File: config.mk
export PLATFORM = sky130hd
export DESIGN_NAME = circular_deque_random_access_flat
export DESIGN_NICKNAME = d
export VERILOG_FILES = /design/src/cdra_pkg.sv /design/src/cdra_req_if.sv /design/src/cdra_rsp_if.sv /design/src/circular_deque_random_access.sv /design/src/cdra_ctrl.sv /design/src/cdra_datapath.sv /design/src/flat_wrapper.sv
export SDC_FILE = /design/constraint.sdc
export NUM_CORES = 1
export LEC_CHECK = 0
export BUFFER_PORTS_ARGS = -buffer_cell sky130_fd_sc_hd__buf_4
export CAP_MARGIN = 20
export CORE_ASPECT_RATIO = 1.2
export CORE_UTILIZATION = 55
export DETAILED_ROUTE_END_ITERATION = 10
export PLACE_DENSITY = 0.72
export SETUP_SLACK_MARGIN = 0.3
export SYNTH_ARGS = -nofsm -noshare
export SYNTH_HDL_FRONTEND = slang
export SYNTH_SLANG_ARGS = --single-unit
File: constraint.sdc
create_clock -name clk -period 8.1 [get_ports clk]
set_input_delay 0.405 -clock clk [delete_from_list [all_inputs] [get_ports clk]]
set_output_delay 0.405 -clock clk [all_outputs]
set_load 0.02 [all_outputs]
File: src/cdra_pkg.sv
package cdra_pkg;

  localparam int DEPTH      = 16;
  localparam int DATA_WIDTH = 32;
  localparam int PTR_W      = (DEPTH > 1) ? $clog2(DEPTH) : 1;
  localparam int CNT_W      = $clog2(DEPTH + 1);
  localparam int OP_W       = 3;
  localparam int POS_W      = 6;
  localparam int STAT_W     = 2;
  localparam int CMP_W      = (CNT_W > POS_W) ? CNT_W : POS_W;

  localparam logic [OP_W-1:0] OP_PUSH_FRONT = 3'd0;
  localparam logic [OP_W-1:0] OP_PUSH_BACK  = 3'd1;
  localparam logic [OP_W-1:0] OP_POP_FRONT  = 3'd2;
  localparam logic [OP_W-1:0] OP_POP_BACK   = 3'd3;
  localparam logic [OP_W-1:0] OP_READ       = 3'd4;
  localparam logic [OP_W-1:0] OP_WRITE      = 3'd5;

  localparam logic [STAT_W-1:0] ST_OK     = 2'd0;
  localparam logic [STAT_W-1:0] ST_FULL   = 2'd1;
  localparam logic [STAT_W-1:0] ST_EMPTY  = 2'd2;
  localparam logic [STAT_W-1:0] ST_BADIDX = 2'd3;

  typedef struct packed {
    logic latch;
    logic fetch;
    logic commit;
  } ctrl_cmd_t;

  typedef struct packed {
    logic out_free;
  } dp_stat_t;

endpackage

File: src/cdra_req_if.sv
interface cdra_req_if;
  logic                                 valid;
  logic                                 ready;
  logic        [cdra_pkg::OP_W-1:0]     operation;
  logic signed [cdra_pkg::POS_W-1:0]    position;
  logic        [cdra_pkg::DATA_WIDTH-1:0] value;

  modport source (output valid, operation, position, value, input ready);
  modport sink   (input valid, operation, position, value, output ready);
endinterface

File: src/cdra_rsp_if.sv
interface cdra_rsp_if;
  logic                              valid;
  logic                              ready;
  logic [cdra_pkg::DATA_WIDTH-1:0]   data;
  logic [cdra_pkg::STAT_W-1:0]       status;
  logic [cdra_pkg::CNT_W-1:0]        fill_count;

  modport source (output valid, data, status, fill_count, input ready);
  modport sink   (input valid, data, status, fill_count, output ready);
endinterface

File: src/circular_deque_random_access.sv
// Circular double-ended queue with random access, DEPTH entries.
// Channels: req (sink) carries operation, position and value; rsp (source)
// returns data, status and fill_count, one item per request, in order.
// Operations: push front/back, pop front/back, read at logical index, write
// at logical index (index equal to the count appends, index -1 prepends,
// inside the filled range replaces and returns the old entry).
// Flow: an accepted request is latched, the entry store gets a registered
// read in the fetch step, and the commit step then writes the result to the
// output register. The block takes one request at a time.
// req.ready is high only while no request is in progress; the result sits
// in an output register, so the next request is taken while it waits.
// Stall: if rsp.ready is low while a result waits, a finished request holds
// in its commit step until the output register frees up.
// Reset (rst, synchronous): the queue is emptied (head, tail, count zero)
// and no result is pending. The entry store is not cleared.
module circular_deque_random_access (
  input  logic        clk,
  input  logic        rst,
  cdra_req_if.sink    req,
  cdra_rsp_if.source  rsp
);

  cdra_pkg::ctrl_cmd_t cmd;
  cdra_pkg::dp_stat_t  stat;

  cdra_ctrl u_ctrl (
    .clk      (clk),
    .rst      (rst),
    .in_valid (req.valid),
    .in_ready (req.ready),
    .stat     (stat),
    .cmd      (cmd)
  );

  cdra_datapath u_datapath (
    .clk            (clk),
    .rst            (rst),
    .cmd            (cmd),
    .stat           (stat),
    .in_operation   (req.operation),
    .in_position    (req.position),
    .in_value       (req.value),
    .out_valid      (rsp.valid),
    .out_ready      (rsp.ready),
    .out_data       (rsp.data),
    .out_status     (rsp.status),
    .out_fill_count (rsp.fill_count)
  );

`ifndef SYNTH
  a_one_at_a_time: assert property (@(posedge clk) disable iff (rst)
    req.valid && req.ready |=> !req.ready)
    else $error("request accepted while another is in progress");

  a_count_bound: assert property (@(posedge clk) disable iff (rst)
    rsp.valid |-> rsp.fill_count <= cdra_pkg::CNT_W'(cdra_pkg::DEPTH))
    else $error("fill count above capacity");

  a_full_count: assert property (@(posedge clk) disable iff (rst)
    rsp.valid && rsp.status == cdra_pkg::ST_FULL
      |-> rsp.fill_count == cdra_pkg::CNT_W'(cdra_pkg::DEPTH) && rsp.data == '0)
    else $error("full status without a full queue");

  a_empty_count: assert property (@(posedge clk) disable iff (rst)
    rsp.valid && rsp.status == cdra_pkg::ST_EMPTY
      |-> rsp.fill_count == '0 && rsp.data == '0)
    else $error("empty status without an empty queue");
`endif

endmodule

File: src/cdra_ctrl.sv
module cdra_ctrl (
  input  logic                clk,
  input  logic                rst,
  input  logic                in_valid,
  output logic                in_ready,
  input  cdra_pkg::dp_stat_t  stat,
  output cdra_pkg::ctrl_cmd_t cmd
);

  typedef enum logic [1:0] {S_IDLE, S_FETCH, S_FINISH} state_t;

  state_t state;

  always_ff @(posedge clk) begin
    if (rst) begin
      state <= S_IDLE;
    end else begin
      unique case (state)
        S_IDLE: begin
          if (in_valid) state <= S_FETCH;
        end
        S_FETCH: begin
          state <= S_FINISH;
        end
        S_FINISH: begin
          if (stat.out_free) state <= S_IDLE;
        end
        default: state <= S_IDLE;
      endcase
    end
  end

  assign in_ready   = (state == S_IDLE);
  assign cmd.latch  = (state == S_IDLE) && in_valid;
  assign cmd.fetch  = (state == S_FETCH);
  assign cmd.commit = (state == S_FINISH) && stat.out_free;

endmodule

File: src/cdra_datapath.sv
module cdra_datapath (
  input  logic                                  clk,
  input  logic                                  rst,
  input  cdra_pkg::ctrl_cmd_t                   cmd,
  output cdra_pkg::dp_stat_t                    stat,
  input  logic        [cdra_pkg::OP_W-1:0]      in_operation,
  input  logic signed [cdra_pkg::POS_W-1:0]     in_position,
  input  logic        [cdra_pkg::DATA_WIDTH-1:0] in_value,
  output logic                                  out_valid,
  input  logic                                  out_ready,
  output logic        [cdra_pkg::DATA_WIDTH-1:0] out_data,
  output logic        [cdra_pkg::STAT_W-1:0]    out_status,
  output logic        [cdra_pkg::CNT_W-1:0]     out_fill_count
);

  localparam int PTR_W = cdra_pkg::PTR_W;
  localparam int CNT_W = cdra_pkg::CNT_W;
  localparam int CMP_W = cdra_pkg::CMP_W;
  localparam int DW    = cdra_pkg::DATA_WIDTH;
  localparam int POS_W = cdra_pkg::POS_W;

  typedef enum logic [2:0] {
    ACT_NONE, ACT_PUSH_FRONT, ACT_PUSH_BACK, ACT_POP_FRONT, ACT_POP_BACK,
    ACT_READ, ACT_REPLACE
  } act_t;

  logic [cdra_pkg::OP_W-1:0] req_op;
  logic [POS_W-1:0]          req_pos;
  logic [DW-1:0]             req_val;

  logic [PTR_W-1:0] head, head_next;
  logic [PTR_W-1:0] tail, tail_next;
  logic [CNT_W-1:0] count, count_next;

  logic [DW-1:0] mem [cdra_pkg::DEPTH];
  logic [DW-1:0] rd_data;

  act_t                        act;
  logic [cdra_pkg::STAT_W-1:0] status;
  logic [PTR_W-1:0]            slot;
  logic [PTR_W-1:0]            head_inc, head_dec, tail_inc, tail_dec, pos_slot;
  logic [PTR_W+1:0]            pos_sum;
  logic                        full, empty, pos_neg, pos_minus1, pos_at_cnt, pos_in_rng;
  logic [CMP_W-1:0]            pos_mag, cnt_ext;
  logic                        wr_en, rd_used;

  always_ff @(posedge clk) begin
    if (cmd.latch) begin
      req_op  <= in_operation;
      req_pos <= in_position;
      req_val <= in_value;
    end
  end

  assign full       = (count == CNT_W'(cdra_pkg::DEPTH));
  assign empty      = (count == '0);
  assign pos_neg    = req_pos[POS_W-1];
  assign pos_minus1 = (req_pos == '1);
  assign pos_mag    = CMP_W'(req_pos[POS_W-2:0]);
  assign cnt_ext    = CMP_W'(count);
  assign pos_at_cnt = !pos_neg && (pos_mag == cnt_ext);
  assign pos_in_rng = !pos_neg && (pos_mag < cnt_ext);

  assign head_inc = (head == PTR_W'(cdra_pkg::DEPTH - 1)) ? '0 : head + 1'b1;
  assign head_dec = (head == '0) ? PTR_W'(cdra_pkg::DEPTH - 1) : head - 1'b1;
  assign tail_inc = (tail == PTR_W'(cdra_pkg::DEPTH - 1)) ? '0 : tail + 1'b1;
  assign tail_dec = (tail == '0) ? PTR_W'(cdra_pkg::DEPTH - 1) : tail - 1'b1;

  // only used when pos < count <= DEPTH, so one subtract wraps it
  assign pos_sum  = (PTR_W+2)'(head) + (PTR_W+2)'(pos_mag[CNT_W-1:0]);
  assign pos_slot = (pos_sum >= (PTR_W+2)'(cdra_pkg::DEPTH))
                  ? PTR_W'(pos_sum - (PTR_W+2)'(cdra_pkg::DEPTH)) : PTR_W'(pos_sum);

  always_comb begin
    act    = ACT_NONE;
    status = cdra_pkg::ST_OK;
    unique case (req_op)
      cdra_pkg::OP_PUSH_FRONT: begin
        if (full) status = cdra_pkg::ST_FULL;
        else      act    = ACT_PUSH_FRONT;
      end
      cdra_pkg::OP_PUSH_BACK: begin
        if (full) status = cdra_pkg::ST_FULL;
        else      act    = ACT_PUSH_BACK;
      end
      cdra_pkg::OP_POP_FRONT: begin
        if (empty) status = cdra_pkg::ST_EMPTY;
        else       act    = ACT_POP_FRONT;
      end
      cdra_pkg::OP_POP_BACK: begin
        if (empty) status = cdra_pkg::ST_EMPTY;
        else       act    = ACT_POP_BACK;
      end
      cdra_pkg::OP_READ: begin
        if (pos_in_rng) act    = ACT_READ;
        else            status = cdra_pkg::ST_BADIDX;
      end
      cdra_pkg::OP_WRITE: begin
        priority if (pos_at_cnt) begin
          if (full) status = cdra_pkg::ST_FULL;
          else      act    = ACT_PUSH_BACK;
        end else if (pos_minus1) begin
          if (full) status = cdra_pkg::ST_FULL;
          else      act    = ACT_PUSH_FRONT;
        end else if (pos_in_rng) begin
          act = ACT_REPLACE;
        end else begin
          status = cdra_pkg::ST_BADIDX;
        end
      end
      default: ;
    endcase
  end

  always_comb begin
    slot       = pos_slot;
    head_next  = head;
    tail_next  = tail;
    count_next = count;
    wr_en      = 1'b0;
    rd_used    = 1'b0;
    unique case (act)
      ACT_PUSH_FRONT: begin
        slot       = head_dec;
        head_next  = head_dec;
        count_next = count + 1'b1;
        wr_en      = 1'b1;
      end
      ACT_PUSH_BACK: begin
        slot       = tail;
        tail_next  = tail_inc;
        count_next = count + 1'b1;
        wr_en      = 1'b1;
      end
      ACT_POP_FRONT: begin
        slot       = head;
        head_next  = head_inc;
        count_next = count - 1'b1;
        rd_used    = 1'b1;
      end
      ACT_POP_BACK: begin
        slot       = tail_dec;
        tail_next  = tail_dec;
        count_next = count - 1'b1;
        rd_used    = 1'b1;
      end
      ACT_READ: begin
        rd_used = 1'b1;
      end
      ACT_REPLACE: begin
        wr_en   = 1'b1;
        rd_used = 1'b1;
      end
      default: ;
    endcase
  end

  always_ff @(posedge clk) begin
    if (cmd.fetch) rd_data <= mem[slot];
  end

  always_ff @(posedge clk) begin
    if (cmd.commit && wr_en) mem[slot] <= req_val;
  end

  always_ff @(posedge clk) begin
    if (rst) begin
      head      <= '0;
      tail      <= '0;
      count     <= '0;
      out_valid <= 1'b0;
    end else begin
      if (cmd.commit) begin
        head      <= head_next;
        tail      <= tail_next;
        count     <= count_next;
        out_valid <= 1'b1;
      end else if (out_ready) begin
        out_valid <= 1'b0;
      end
    end
  end

  always_ff @(posedge clk) begin
    if (cmd.commit) begin
      out_data       <= rd_used ? rd_data : '0;
      out_status     <= status;
      out_fill_count <= count_next;
    end
  end

  assign stat.out_free = !out_valid || out_ready;

endmodule
File: src/flat_wrapper.sv
// flat-port wrapper written by rule: the top's interface ports become plain ports
module circular_deque_random_access_flat 
  (clk, rst, req_valid, req_operation, req_position, req_value, req_ready, rsp_valid, rsp_data, rsp_status, rsp_fill_count, rsp_ready);
  cdra_req_if req_i ();
  cdra_rsp_if rsp_i ();
  input  logic clk;
  input  logic rst;
  input wire logic [$bits(req_i.valid)-1:0] req_valid;
  input wire logic [$bits(req_i.operation)-1:0] req_operation;
  input wire logic [$bits(req_i.position)-1:0] req_position;
  input wire logic [$bits(req_i.value)-1:0] req_value;
  output wire logic [$bits(req_i.ready)-1:0] req_ready;
  output wire logic [$bits(rsp_i.valid)-1:0] rsp_valid;
  output wire logic [$bits(rsp_i.data)-1:0] rsp_data;
  output wire logic [$bits(rsp_i.status)-1:0] rsp_status;
  output wire logic [$bits(rsp_i.fill_count)-1:0] rsp_fill_count;
  input wire logic [$bits(rsp_i.ready)-1:0] rsp_ready;
  assign req_i.valid = req_valid;
  assign req_i.operation = req_operation;
  assign req_i.position = req_position;
  assign req_i.value = req_value;
  assign req_ready = req_i.ready;
  assign rsp_valid = rsp_i.valid;
  assign rsp_data = rsp_i.data;
  assign rsp_status = rsp_i.status;
  assign rsp_fill_count = rsp_i.fill_count;
  assign rsp_i.ready = rsp_ready;
  circular_deque_random_access u_core (.clk(clk), .rst(rst), .req(req_i), .rsp(rsp_i));
endmodule
==> results.sh, run 1 <==
export IMPL_post_synth_main_area_contributors="sky130_fd_sc_hd__edfxtp_1, sky130_fd_sc_hd__mux2i_1, sky130_fd_sc_hd__nand2_1"
export IMPL_regToRegSetupSlack_ns=2.69
export IMPL_achievable_frequency_ghz=0.185
export IMPL_grt_antenna_before_repair=1
export IMPL_postSynth_asyncResetShare=0
export IMPL_place_detailed_instances=2199
export IMPL_drcViolationCount=0
export IMPL_critical_path_required_ns=8.39
export IMPL_drtIter0Drc=1892
export IMPL_die_footprint_um2=46600
export IMPL_yosys_area_top_type_share=0.744
export IMPL_design_core_area_um2=45000
export IMPL_fp_dieW_um=197
export IMPL_final_setup_tns_ns=0
export IMPL_setup_violations=0
export IMPL_antenna_diode_count=0
export IMPL_cp_end_kind="flip-flop"
export IMPL_timing_clock_skew_ns=0.0172
export IMPL_static_leakage_power_nw=9.65
export IMPL_io_pins=86
export IMPL_synth_area_leader_cell="sky130_fd_sc_hd__edfxtp_1"
export IMPL_average_wire_per_cell_in_the_routed_design_um=26.5
export IMPL_min_period_over_period=0.668
export IMPL_cts_resized_gates=0
export IMPL_clock_sink_count=640
export IMPL_layout_common_cells="sky130_fd_sc_hd__edfxtp_1, sky130_fd_sc_hd__buf_4, sky130_fd_sc_hd__nand2_1, sky130_fd_sc_hd__clkbuf_16, sky130_fd_sc_hd__inv_1"
export IMPL_final_max_slew_viol_count=0
export IMPL_critical_path_buf_inv_count=2
export IMPL_detailedRoute_firstPassIterationCount=8
export IMPL_worst_hold_path_ep="u_core.u_datapath.out_valid"
export IMPL_synthCells=1573
export IMPL_global_route_wire_length_before_repair_um=92500
export IMPL_critPathSlowestCell="sky130_fd_sc_hd__a21oi_4"
export IMPL_synth_mux_area_fraction=0.0154
export IMPL_max_slew_margin_rel=0.226
export IMPL_buffer_depth_of_the_longest_clock_path=3
export IMPL_synth_compound_area_frac=0.123
export IMPL_clk_latency_ns=0.63
export IMPL_r2r_end="u_core.u_datapath.mem[10][23]"
export IMPL_critical_path_max_stage_delay_ns=0.95
export IMPL_cp_data_arrival_time_ns=5.70
export IMPL_finalHoldViolCount=0
export IMPL_maxCapViolCount=0
export IMPL_yosys_warnings=0
export IMPL_setup_repair_after_global_routing_missed_its_margin="no"
export IMPL_post_synth_num_cell_types=78
export IMPL_grt_start_max_net_pins=67
export IMPL_num_vias=15203
export IMPL_outcome="finished, final reports clean"
export IMPL_cts_tree="built"
export IMPL_design_final_nets=1758
export IMPL_hold_class="in -> reg"
export IMPL_rows=85
export IMPL_layout_cells_most_common="sky130_fd_sc_hd__edfxtp_1"
export IMPL_floorplan_initialDensity=0.560
export IMPL_timing_critical_path_fanout_max=34
export IMPL_synth_simple_gate_area_share=0.0645
export IMPL_synth_sequential_area_ratio=0.757
export IMPL_detail_route_vias_per_cell=6.46
export IMPL_grt_usage=0.270
export IMPL_fp_dieH_um=236
export IMPL_post_cts_hold_buffer_count=42
export IMPL_synth_top_family_by_area="compound AO/OA/AOI/OAI gates"
export IMPL_cp_common_cell="sky130_fd_sc_hd__nand2_1"
export IMPL_setup_worst_path_class="reg -> reg"
export IMPL_setup_fix_buffers_added_after_clock_tree_synthesis=0
export IMPL_drive_gt1_frac=0.147
export IMPL_overflow=0
export IMPL_filler_cell_count=3124
export IMPL_cts_root_buf="sky130_fd_sc_hd__clkbuf_16"
export IMPL_area_growth_pct=14.9
export IMPL_io_buffer_count=85
export IMPL_worstSetupStartpointType="flip-flop"
export IMPL_edff_count_synth=624
export IMPL_ys_ff_latch=640
export IMPL_post_synth_fa_ha_maj_area_fraction=0.00954
export IMPL_power_density_nw_per_um2=245
export IMPL_tightestPinTransition_ns=1.16
export IMPL_post_layout_nonfiller_instances=2352
export IMPL_number_of_nets_still_failing_antenna_checks_after_routing=0
export IMPL_place_hpwl_um=35100
export IMPL_synth_cell_area_um2=25200
export IMPL_synth_xor_area_frac=0.00452
export IMPL_final_area_um2=28900
export IMPL_postSynth_topFlopCell="sky130_fd_sc_hd__edfxtp_1"
export IMPL_ir_drop_mv=0.187
export IMPL_syn_nets=1636
export IMPL_finalCoreUtilization=0.643
export IMPL_reg2reg_from="u_core.u_datapath.count[4]"
export IMPL_totalWireLength_um=62400
export IMPL_cts_buffers=59
export IMPL_hold_path_startpoint="rsp_ready"
export IMPL_grt_pass1_vias=15157
export IMPL_clock_tree_htree_level_count=2
export IMPL_placedInstanceArea_um2=26600
export IMPL_cpLargestDelayFamily="simple AND/OR/NAND/NOR gates"
export IMPL_cts_reportedPaths_clkPinSlew_ns=0.06
export IMPL_fin_crit_ns=5.41
export IMPL_cp_cell_sequence="inv_1 -> ha_1 -> nand2_1 -> o21a_1 -> nor3_1 -> nand3_2 -> a21oi_4 -> nand2_1 -> nor2_4 -> buf_4"
export IMPL_place_gp_congestion=0.855
export IMPL_hold_depth=3
export IMPL_synthesis_area_per_instance_um2=16.0
export IMPL_r2r_worst_path_cells=10
[final cells by class]
type,instances,area [um^2],area share
tap,609,762,0.0263
multi-input combinational,776,5700,0.197
clock inverter,36,274,0.00947
sequential,640,19100,0.659
timing repair buffer,165,1380,0.0478
clock buffer,73,1550,0.0536
inverter,53,199,0.00688
[worst reg2reg max path: cells and delay by family, from the launching register on]
family / cells / cell delay [ns]
compound gates: 2 / 1.20
fa+ha+maj: 1 / 0.33
buf+inv: 2 / 0.60
flops: 1 / 0.55
simple gates: 5 / 2.40
[where the power goes]
| group | internal, mW | switching, mW |
|---|---|---|
| logic | 0.223 | 0.449 |
| registers | 3.70 | 0.0621 |
| clock network | 1.45 | 1.19 |
[layer usage]
metal  routed length (um)  share of wire  GRT usage  vias to the layer above
met3                 5660          0.091     0.0499                      155
met1                23800           0.38      0.355                     7576
met2                30700           0.49      0.445                      855
met5                    0              0          0                        -
li1                     -              -          -                     6617
met4                 2280          0.036      0.109                        0
[synthesized netlist by cell type, types with 4 or more instances]
cell type / instances
sky130_fd_sc_hd__clkbuf_1: 63
sky130_fd_sc_hd__a22o_1: 32
sky130_fd_sc_hd__inv_1: 52
sky130_fd_sc_hd__a32o_1: 30
sky130_fd_sc_hd__nor2b_1: 38
sky130_fd_sc_hd__dfxtp_1: 16
sky130_fd_sc_hd__a21o_1: 6
sky130_fd_sc_hd__nor2_1: 43
sky130_fd_sc_hd__edfxtp_1: 624
sky130_fd_sc_hd__buf_1: 6
sky130_fd_sc_hd__nand2b_1: 10
sky130_fd_sc_hd__o21ai_0: 13
sky130_fd_sc_hd__buf_2: 29
sky130_fd_sc_hd__buf_6: 4
sky130_fd_sc_hd__a211oi_1: 8
sky130_fd_sc_hd__nand4_1: 4
sky130_fd_sc_hd__a2111oi_0: 33
sky130_fd_sc_hd__a31oi_1: 37
sky130_fd_sc_hd__mux2i_1: 36
sky130_fd_sc_hd__nand2_1: 88
sky130_fd_sc_hd__a222oi_1: 31
sky130_fd_sc_hd__ha_1: 16
sky130_fd_sc_hd__and3_1: 40
sky130_fd_sc_hd__xnor2_1: 10
sky130_fd_sc_hd__nand3_1: 41
sky130_fd_sc_hd__a221oi_1: 31
sky130_fd_sc_hd__o22ai_1: 4
sky130_fd_sc_hd__o32ai_1: 33
sky130_fd_sc_hd__a21oi_1: 58
sky130_fd_sc_hd__o211ai_1: 32
sky130_fd_sc_hd__nor3_1: 36
[sequential cells by signal (all words and copies together), names as in the netlist, 3 cells and up]
register                          flops
u_core.u_datapath.mem               512
u_core.u_datapath.out_data           32
u_core.u_datapath.rd_data            32
u_core.u_datapath.req_val            32
u_core.u_datapath.req_pos             6
u_core.u_datapath.count               5
u_core.u_datapath.out_fill_count      5
u_core.u_datapath.head                4
u_core.u_datapath.tail                4
u_core.u_datapath.req_op              3
[logic make-up after synthesis]
group | Yosys count
compound gates | 387
flops | 640
fa+ha+maj | 18
xor+xnor | 13
buf+inv | 157
simple gates | 320
mux | 38
[worst max-delay path by stage]
| stage | slack [ns] | start | to | cells after the start |
|---|---|---|---|---|
| after detailed placement | 2.79 | u_core.u_datapath.req_op[1] | u_core.u_datapath.mem[10][23] | 10 |
| after floorplan | 3.07 | u_core.u_datapath.count[4] | u_core.u_datapath.mem[11][0] | 12 |
| after CTS | 2.77 | u_core.u_datapath.req_op[1] | u_core.u_datapath.mem[10][23] | 10 |
| after global routing | 2.38 | u_core.u_datapath.count[4] | u_core.u_datapath.mem[10][23] | 10 |
| final | 2.69 | u_core.u_datapath.count[4] | u_core.u_datapath.mem[10][23] | 10 |
| after global placement | 2.94 | u_core.u_datapath.count[4] | u_core.u_datapath.mem[10][22] | 10 |
[stage by stage]
step	power, mW	hold WS [ns]	setup WS [ns]
finish	7.07	0.0837	2.69
global route	7.28	0.100	2.38
CTS	7.10	0.0598	2.77
detailed placement	4.48	0.502	2.79
global placement	4.47	0.492	2.94
floorplan	4.22	0.472	3.07
Power figures use the tool's default switching activity.
==> inputs of run 2 (changes only) <==
==> constraint.sdc (replaced) <==
create_clock -name clk -period 5.37 [get_ports clk]
set_input_delay 0.2685 -clock clk [delete_from_list [all_inputs] [get_ports clk]]
set_output_delay 0.2685 -clock clk [all_outputs]
set_load 0.02 [all_outputs]
==> run 2 against run 1 <==
Net effect:
- fmax grew 14%
- flip-flop and latch count is the same
- non-clock buffer count grew 25
- global-route usage grew 1.0 points
- final cell count grew 1.1%
- largest power group unchanged
==> results.sh, run 2 (synthesized netlist as in run 1, its figures left out) <==
export IMPL_outcome="finished, final reports clean"
export IMPL_largest_reg_flops=512
export IMPL_place_gp_congestion=0.845
export IMPL_r2r_worst_path_cells=12
export IMPL_fp_dieH_um=236
export IMPL_final_setup_tns_ns=0
export IMPL_average_wire_per_cell_in_the_routed_design_um=27.0
export IMPL_hold_depth=2
export IMPL_hold_class="in -> reg"
export IMPL_clock_sink_count=640
export IMPL_drtIter0Drc=1642
export IMPL_cts_buffers=59
export IMPL_timing_critical_path_fanout_max=24
export IMPL_largest_register="u_core.u_datapath.mem"
export IMPL_achievable_frequency_ghz=0.210
export IMPL_switching_share=0.235
export IMPL_static_leakage_power_nw=9.88
export IMPL_fraction_of_power_consumed_by_combinational_cells=0.097
export IMPL_tightestPinTransition_ns=1.06
export IMPL_dpl_worst_slack_ns=0.473
export IMPL_place_hpwl_um=36700
export IMPL_clock_tree_htree_level_count=2
export IMPL_cp_end_kind="flip-flop"
export IMPL_cp_cell_sequence="nand2b_1 -> a21oi_2 -> clkinv_1 -> o211a_1 -> nor2_1 -> nand3_2 -> buf_4 -> a221oi_4 -> buf_4 -> a32o_1 -> a221oi_1 -> nand3_1"
export IMPL_critical_path_required_ns=5.84
export IMPL_cp_common_cell="sky130_fd_sc_hd__buf_4"
export IMPL_clock_power_share=0.391
export IMPL_totalWireLength_um=64200
export IMPL_setup_worst_path_class="reg -> reg"
export IMPL_die_footprint_um2=46600
export IMPL_fp_dieW_um=197
export IMPL_antenna_diode_count=0
export IMPL_io_buffer_count=85
export IMPL_number_of_nets_still_failing_antenna_checks_after_routing=0
export IMPL_final_max_slew_viol_count=0
export IMPL_ir_drop_mv=0.276
export IMPL_design_core_area_um2=45000
export IMPL_cts_root_buf="sky130_fd_sc_hd__clkbuf_16"
export IMPL_overflow=0
export IMPL_detail_route_vias_per_cell=6.46
export IMPL_setup_violations=0
export IMPL_finalWorstSetupSlack_ns=0.611
export IMPL_grt_pass1_vias=15261
export IMPL_buffer_depth_of_the_longest_clock_path=3
export IMPL_worstSetupStartpointType="flip-flop"
export IMPL_finalCoreUtilization=0.655
export IMPL_filler_cell_count=3048
export IMPL_drive_gt1_frac=0.158
export IMPL_maxCapViolCount=0
export IMPL_grt_usage=0.280
export IMPL_internal_power_mw=8.47
export IMPL_cts_tree="built"
export IMPL_final_area_um2=29500
export IMPL_power_density_nw_per_um2=376
export IMPL_rows=85
export IMPL_max_slew_margin_rel=0.293
export IMPL_setup_repair_after_global_routing_missed_its_margin="no"
export IMPL_cts_reportedPaths_clkPinSlew_ns=0.06
export IMPL_p_sw_mw=2.60
export IMPL_critPathSlowestCell="sky130_fd_sc_hd__a221oi_4"
export IMPL_share_seq_of_total_power=0.513
export IMPL_finalHoldViolCount=0
export IMPL_layout_cells_most_common="sky130_fd_sc_hd__edfxtp_1"
export IMPL_cp_data_arrival_time_ns=5.23
export IMPL_num_vias=15373
export IMPL_grt_start_max_net_pins=42
export IMPL_placedInstanceArea_um2=27000
export IMPL_global_route_wire_length_before_repair_um=95200
export IMPL_timing_clock_skew_ns=0.0193
export IMPL_min_period_over_period=0.886
export IMPL_design_final_nets=1783
export IMPL_drcViolationCount=0
export IMPL_critical_path_max_stage_delay_ns=0.90
export IMPL_floorplan_initialDensity=0.560
export IMPL_clk_latency_ns=0.63
export IMPL_grt_antenna_before_repair=1
export IMPL_detailedRoute_firstPassIterationCount=6
export IMPL_io_pins=86
export IMPL_fin_crit_ns=4.76
export IMPL_setup_fix_buffers_added_after_clock_tree_synthesis=0
export IMPL_area_growth_pct=17.0
export IMPL_layout_common_cells="sky130_fd_sc_hd__edfxtp_1, sky130_fd_sc_hd__buf_4, sky130_fd_sc_hd__nand2_1, sky130_fd_sc_hd__clkbuf_16, sky130_fd_sc_hd__inv_1"
==> run 2: changes by cell type in the layout (fill, tap and decap cells not counted), moves of 2 or more <==
cell,before,now
sky130_fd_sc_hd__buf_12,0,13
sky130_fd_sc_hd__dlygate4sd3_1,42,45
sky130_fd_sc_hd__a2111oi_0,33,31
sky130_fd_sc_hd__bufinv_16,3,9
sky130_fd_sc_hd__buf_4,121,130
sky130_fd_sc_hd__clkinvlp_4,0,2
sky130_fd_sc_hd__a2111oi_1,0,2
sky130_fd_sc_hd__clkinv_2,15,6
==> run 2: stage by stage <==
stage               cells  hold slack (ns)  power (mW)
CTS                  2377            0.330        11.1
detailed placement   2222            0.448        6.80
finish               2378            0.353        11.1
global route         2378            0.342        11.4
floorplan            1573            0.367        6.37
global placement     2221            0.446        6.77
==> run 2: worst paths after layout <==
kind | startpoint | endpoint | slack [ns]
hold / removal | req_value[26] | u_core.u_datapath.req_val[26] | 0.35
setup / recovery | u_core.u_datapath.req_op[1] | u_core.u_datapath.rd_data[26] | 0.61
hold reg to reg | u_core.u_datapath.rd_data[2] | u_core.u_datapath.out_data[2] | 0.55
setup reg to reg | u_core.u_datapath.req_op[1] | u_core.u_datapath.rd_data[26] | 0.61
==> run 2: worst max-delay path: cells and delay by family, from the launching register on <==
| family | cells | cell delay (ns) |
|---|---|---|
| flops | 1 | 0.64 |
| compound gates | 5 | 1.82 |
| simple gates | 4 | 0.79 |
| buf+inv | 3 | 1.35 |
==> run 2: area by class of cell <==
class                           count  area, um^2  share of cell area
Multi-Input combinational cell    776        5720               0.194
Sequential cell                   640       19100               0.647
Timing Repair Buffer              190        1730              0.0586
Tap cell                          609         762              0.0259
Inverter                           53         199             0.00675
Clock buffer                       73        1570              0.0533
Clock inverter                     37         429              0.0146
==> run 2: layer usage <==
metal  routed length (um)  up-vias  global-route usage
li1                     -     6667                   -
met1                24100     7662               0.357
met2                31300      874               0.454
met3                 6120      168              0.0705
met4                 2690        2               0.126
met5                   13        -                   0
==> run 2: power groups by stage <==
stage / clock network [mW] / registers (mW) / logic, mW
global placement: 0 / 5.78 / 0.997
global route: 4.55 / 5.68 / 1.14
detailed placement: 0 / 5.78 / 1.02
finish: 4.32 / 5.68 / 1.07
CTS: 4.36 / 5.67 / 1.05
floorplan: 0 / 5.74 / 0.627
==> run 2: repair_timing <==
| action | in CTS | in global routing |
|---|---|---|
| hold buffers | 45 | 0 |
| gates resized for setup | 0 | 3 |
| setup endpoints to repair | 0 | 3 |
| hold endpoints to repair | 57 | 0 |
==> inputs of run 3 (changes only) <==
--- a/config.mk
+++ b/config.mk
@@ -10,7 +10,9 @@
 export CORE_ASPECT_RATIO = 1.2
 export CORE_UTILIZATION = 55
 export DETAILED_ROUTE_END_ITERATION = 10
+export GPL_TIMING_DRIVEN = 0
 export PLACE_DENSITY = 0.72
+export RECOVER_POWER = 100
 export SETUP_SLACK_MARGIN = 0.3
 export SYNTH_ARGS = -nofsm -noshare
 export SYNTH_HDL_FRONTEND = slang
==> run 3 against run 2 <==
Net effect:
- the flow now finishes with violations (capacitance limit, slew limit)
- sequential power hardly changed
- worst hold slack lost 0.22 ns
- sequential share of layout area is 0.55 points higher
- highest routed layer is now met4
- first-iteration DRC count up 19%
- cell area down 0.84%
==> results.sh, run 3 (synthesized netlist as in run 1, its figures left out) <==
export IMPL_layout_common_cells="sky130_fd_sc_hd__edfxtp_1, sky130_fd_sc_hd__clkbuf_1, sky130_fd_sc_hd__nand2_1, sky130_fd_sc_hd__clkbuf_16, sky130_fd_sc_hd__a21oi_1"
export IMPL_finalCoreUtilization=0.649
export IMPL_setup_worst_path_end="u_core.u_datapath.mem[1][5]"
export IMPL_layout_cells_most_common="sky130_fd_sc_hd__edfxtp_1"
export IMPL_design_core_area_um2=45000
export IMPL_post_layout_nonfiller_instances=2445
export IMPL_place_hpwl_um=40100
export IMPL_drive_gt1_frac=0.113
export IMPL_design_final_nets=1850
export IMPL_timing_clock_skew_ns=0.0239
export IMPL_achievable_frequency_ghz=0.199
export IMPL_tightestPinTransition_ns=1.95
export IMPL_grt_antenna_before_repair=0
export IMPL_number_of_nets_still_failing_antenna_checks_after_routing=0
export IMPL_violations="capacitance limit, slew limit"
export IMPL_cp_end_kind="flip-flop"
export IMPL_buffer_depth_of_the_longest_clock_path=3
export IMPL_critPathSlowestCell="sky130_fd_sc_hd__clkbuf_1"
export IMPL_regToRegSetupSlack_ns=0.34
export IMPL_detail_route_vias_per_cell=6.40
export IMPL_num_vias=15652
export IMPL_cpLargestDelayFamily="buffers and inverters"
export IMPL_clock_tree_htree_level_count=2
export IMPL_drtIter0Drc=1956
export IMPL_cp_data_arrival_time_ns=5.31
export IMPL_finalWorstSetupSlack_ns=0.335
export IMPL_grt_start_max_net_pins=27
export IMPL_total_power_mw=11.0
export IMPL_place_detailed_instances=2289
export IMPL_worst_hold_slack_ns=0.133
export IMPL_max_slew_margin_rel=-0.301
export IMPL_cp_num_cells=13
export IMPL_setup_repair_after_global_routing_missed_its_margin="no"
export IMPL_largest_register="u_core.u_datapath.mem"
export IMPL_overflow=0
export IMPL_grt_usage=0.278
export IMPL_final_area_um2=29200
export IMPL_grt_pass1_vias=15659
export IMPL_cp_cell_sequence="clkbuf_1 -> inv_1 -> ha_1 -> or2_2 -> o2111ai_1 -> a21oi_1 -> a311oi_1 -> a21o_1 -> clkbuf_1 -> clkbuf_2 -> nand3_1 -> a21oi_4 -> clkbuf_2"
export IMPL_clock_sink_count=640
export IMPL_worstSetupStartpointType="flip-flop"
export IMPL_largest_reg_flops=512
export IMPL_critical_path_buf_inv_count=5
export IMPL_reg2reg_from="u_core.u_datapath.tail[0]"
export IMPL_hold_class="in -> reg"
export IMPL_fin_crit_ns=5.03
export IMPL_cts_buffers=60
export IMPL_cts_reportedPaths_clkPinSlew_ns=0.06
export IMPL_finalHoldViolCount=0
export IMPL_setup_violations=0
export IMPL_dpl_worst_slack_ns=0.136
export IMPL_area_growth_pct=16.1
export IMPL_detailedRoute_firstPassIterationCount=6
export IMPL_io_pins=86
export IMPL_static_leakage_power_nw=9.68
export IMPL_global_route_wire_length_before_repair_um=94300
export IMPL_r2r_worst_path_cells=13
export IMPL_final_setup_tns_ns=0
export IMPL_r2r_end="u_core.u_datapath.mem[1][5]"
export IMPL_ir_drop_mv=0.240
export IMPL_outcome="complete, but fails checks"
export IMPL_final_max_slew_viol_count=90
export IMPL_maxCapViolCount=5
export IMPL_die_footprint_um2=46600
export IMPL_rows=85
export IMPL_floorplan_initialDensity=0.560
export IMPL_setup_worst_path_class="reg -> reg"
export IMPL_average_wire_per_cell_in_the_routed_design_um=26.1
export IMPL_fp_dieW_um=197
export IMPL_critical_path_required_ns=5.64
export IMPL_clk_latency_ns=0.64
export IMPL_cts_tree="built"
export IMPL_worstSetupStartpoint="u_core.u_datapath.tail[0]"
export IMPL_totalWireLength_um=63900
export IMPL_cts_root_buf="sky130_fd_sc_hd__clkbuf_16"
export IMPL_place_gp_congestion=0.891
export IMPL_timing_critical_path_fanout_max=13
export IMPL_placedInstanceArea_um2=27200
export IMPL_power_density_nw_per_um2=375
export IMPL_critical_path_max_stage_delay_ns=0.54
export IMPL_io_buffer_count=84
export IMPL_min_period_over_period=0.938
export IMPL_fp_dieH_um=236
export IMPL_drcViolationCount=0
-- run 3: cell types whose count changed in the layout (fill, tap and decap cells not counted), moves of 5 or more --
cell                       change
sky130_fd_sc_hd__buf_1         +6
sky130_fd_sc_hd__buf_4       -125
sky130_fd_sc_hd__buf_2        +27
sky130_fd_sc_hd__clkinv_2      +7
sky130_fd_sc_hd__buf_12        -5
sky130_fd_sc_hd__nor2_4        -5
sky130_fd_sc_hd__clkbuf_4     +41
sky130_fd_sc_hd__nor2_1        +6
sky130_fd_sc_hd__clkbuf_1    +113
sky130_fd_sc_hd__a21oi_4       -5
-- run 3: per-layer routing --
layer | routed length [um] | vias up | track usage
li1 | - | 6814 | -
met1 | 23800 | 7748 | 0.357
met4 | 2720 | 0 | 0.128
met3 | 6010 | 201 | 0.0579
met2 | 31400 | 889 | 0.455
met5 | 0 | - | 0
-- run 3: where the power goes --
group          switching (mW)  internal [mW]  total [mW]
Clock                    1.80           2.41        4.21
Sequential             0.0814           5.58        5.67
Combinational           0.738          0.346        1.08
-- run 3: cell type report --
cell class	count	area, um^2
Antenna cell	1	2.50
Tap cell	609	762
Sequential cell	640	19100
Buffer	104	463
Timing Repair Buffer	152	1260
Fill cell	3111	15800
Clock buffer	72	1570
Clock inverter	38	387
Inverter	53	199
Multi-Input combinational cell	776	5520
-- run 3: worst min-delay path by stage --
stage / start / end / slack, ns / cells past startpoint
after CTS: rst / u_core.u_datapath.head[0] / 0.11 / 2
after detailed placement: req_value[4] / u_core.u_datapath.req_val[4] / 0.45 / 1
after floorplan: req_operation[0] / u_core.u_datapath.req_op[0] / 0.37 / 0
after global routing: rst / u_core.u_datapath.count[3] / 0.14 / 2
after global placement: req_value[6] / u_core.u_datapath.req_val[6] / 0.45 / 1
final: rst / u_core.u_datapath.count[3] / 0.13 / 2
-- run 3: what timing repair did --
action / 4_1_cts / 5_1_grt
resized for setup: 0 / 1
hold buffers: 43 / 0
setup buffers: 2 / 0
setup endpoints to repair: 20 / 95
hold endpoints to repair: 44 / 0
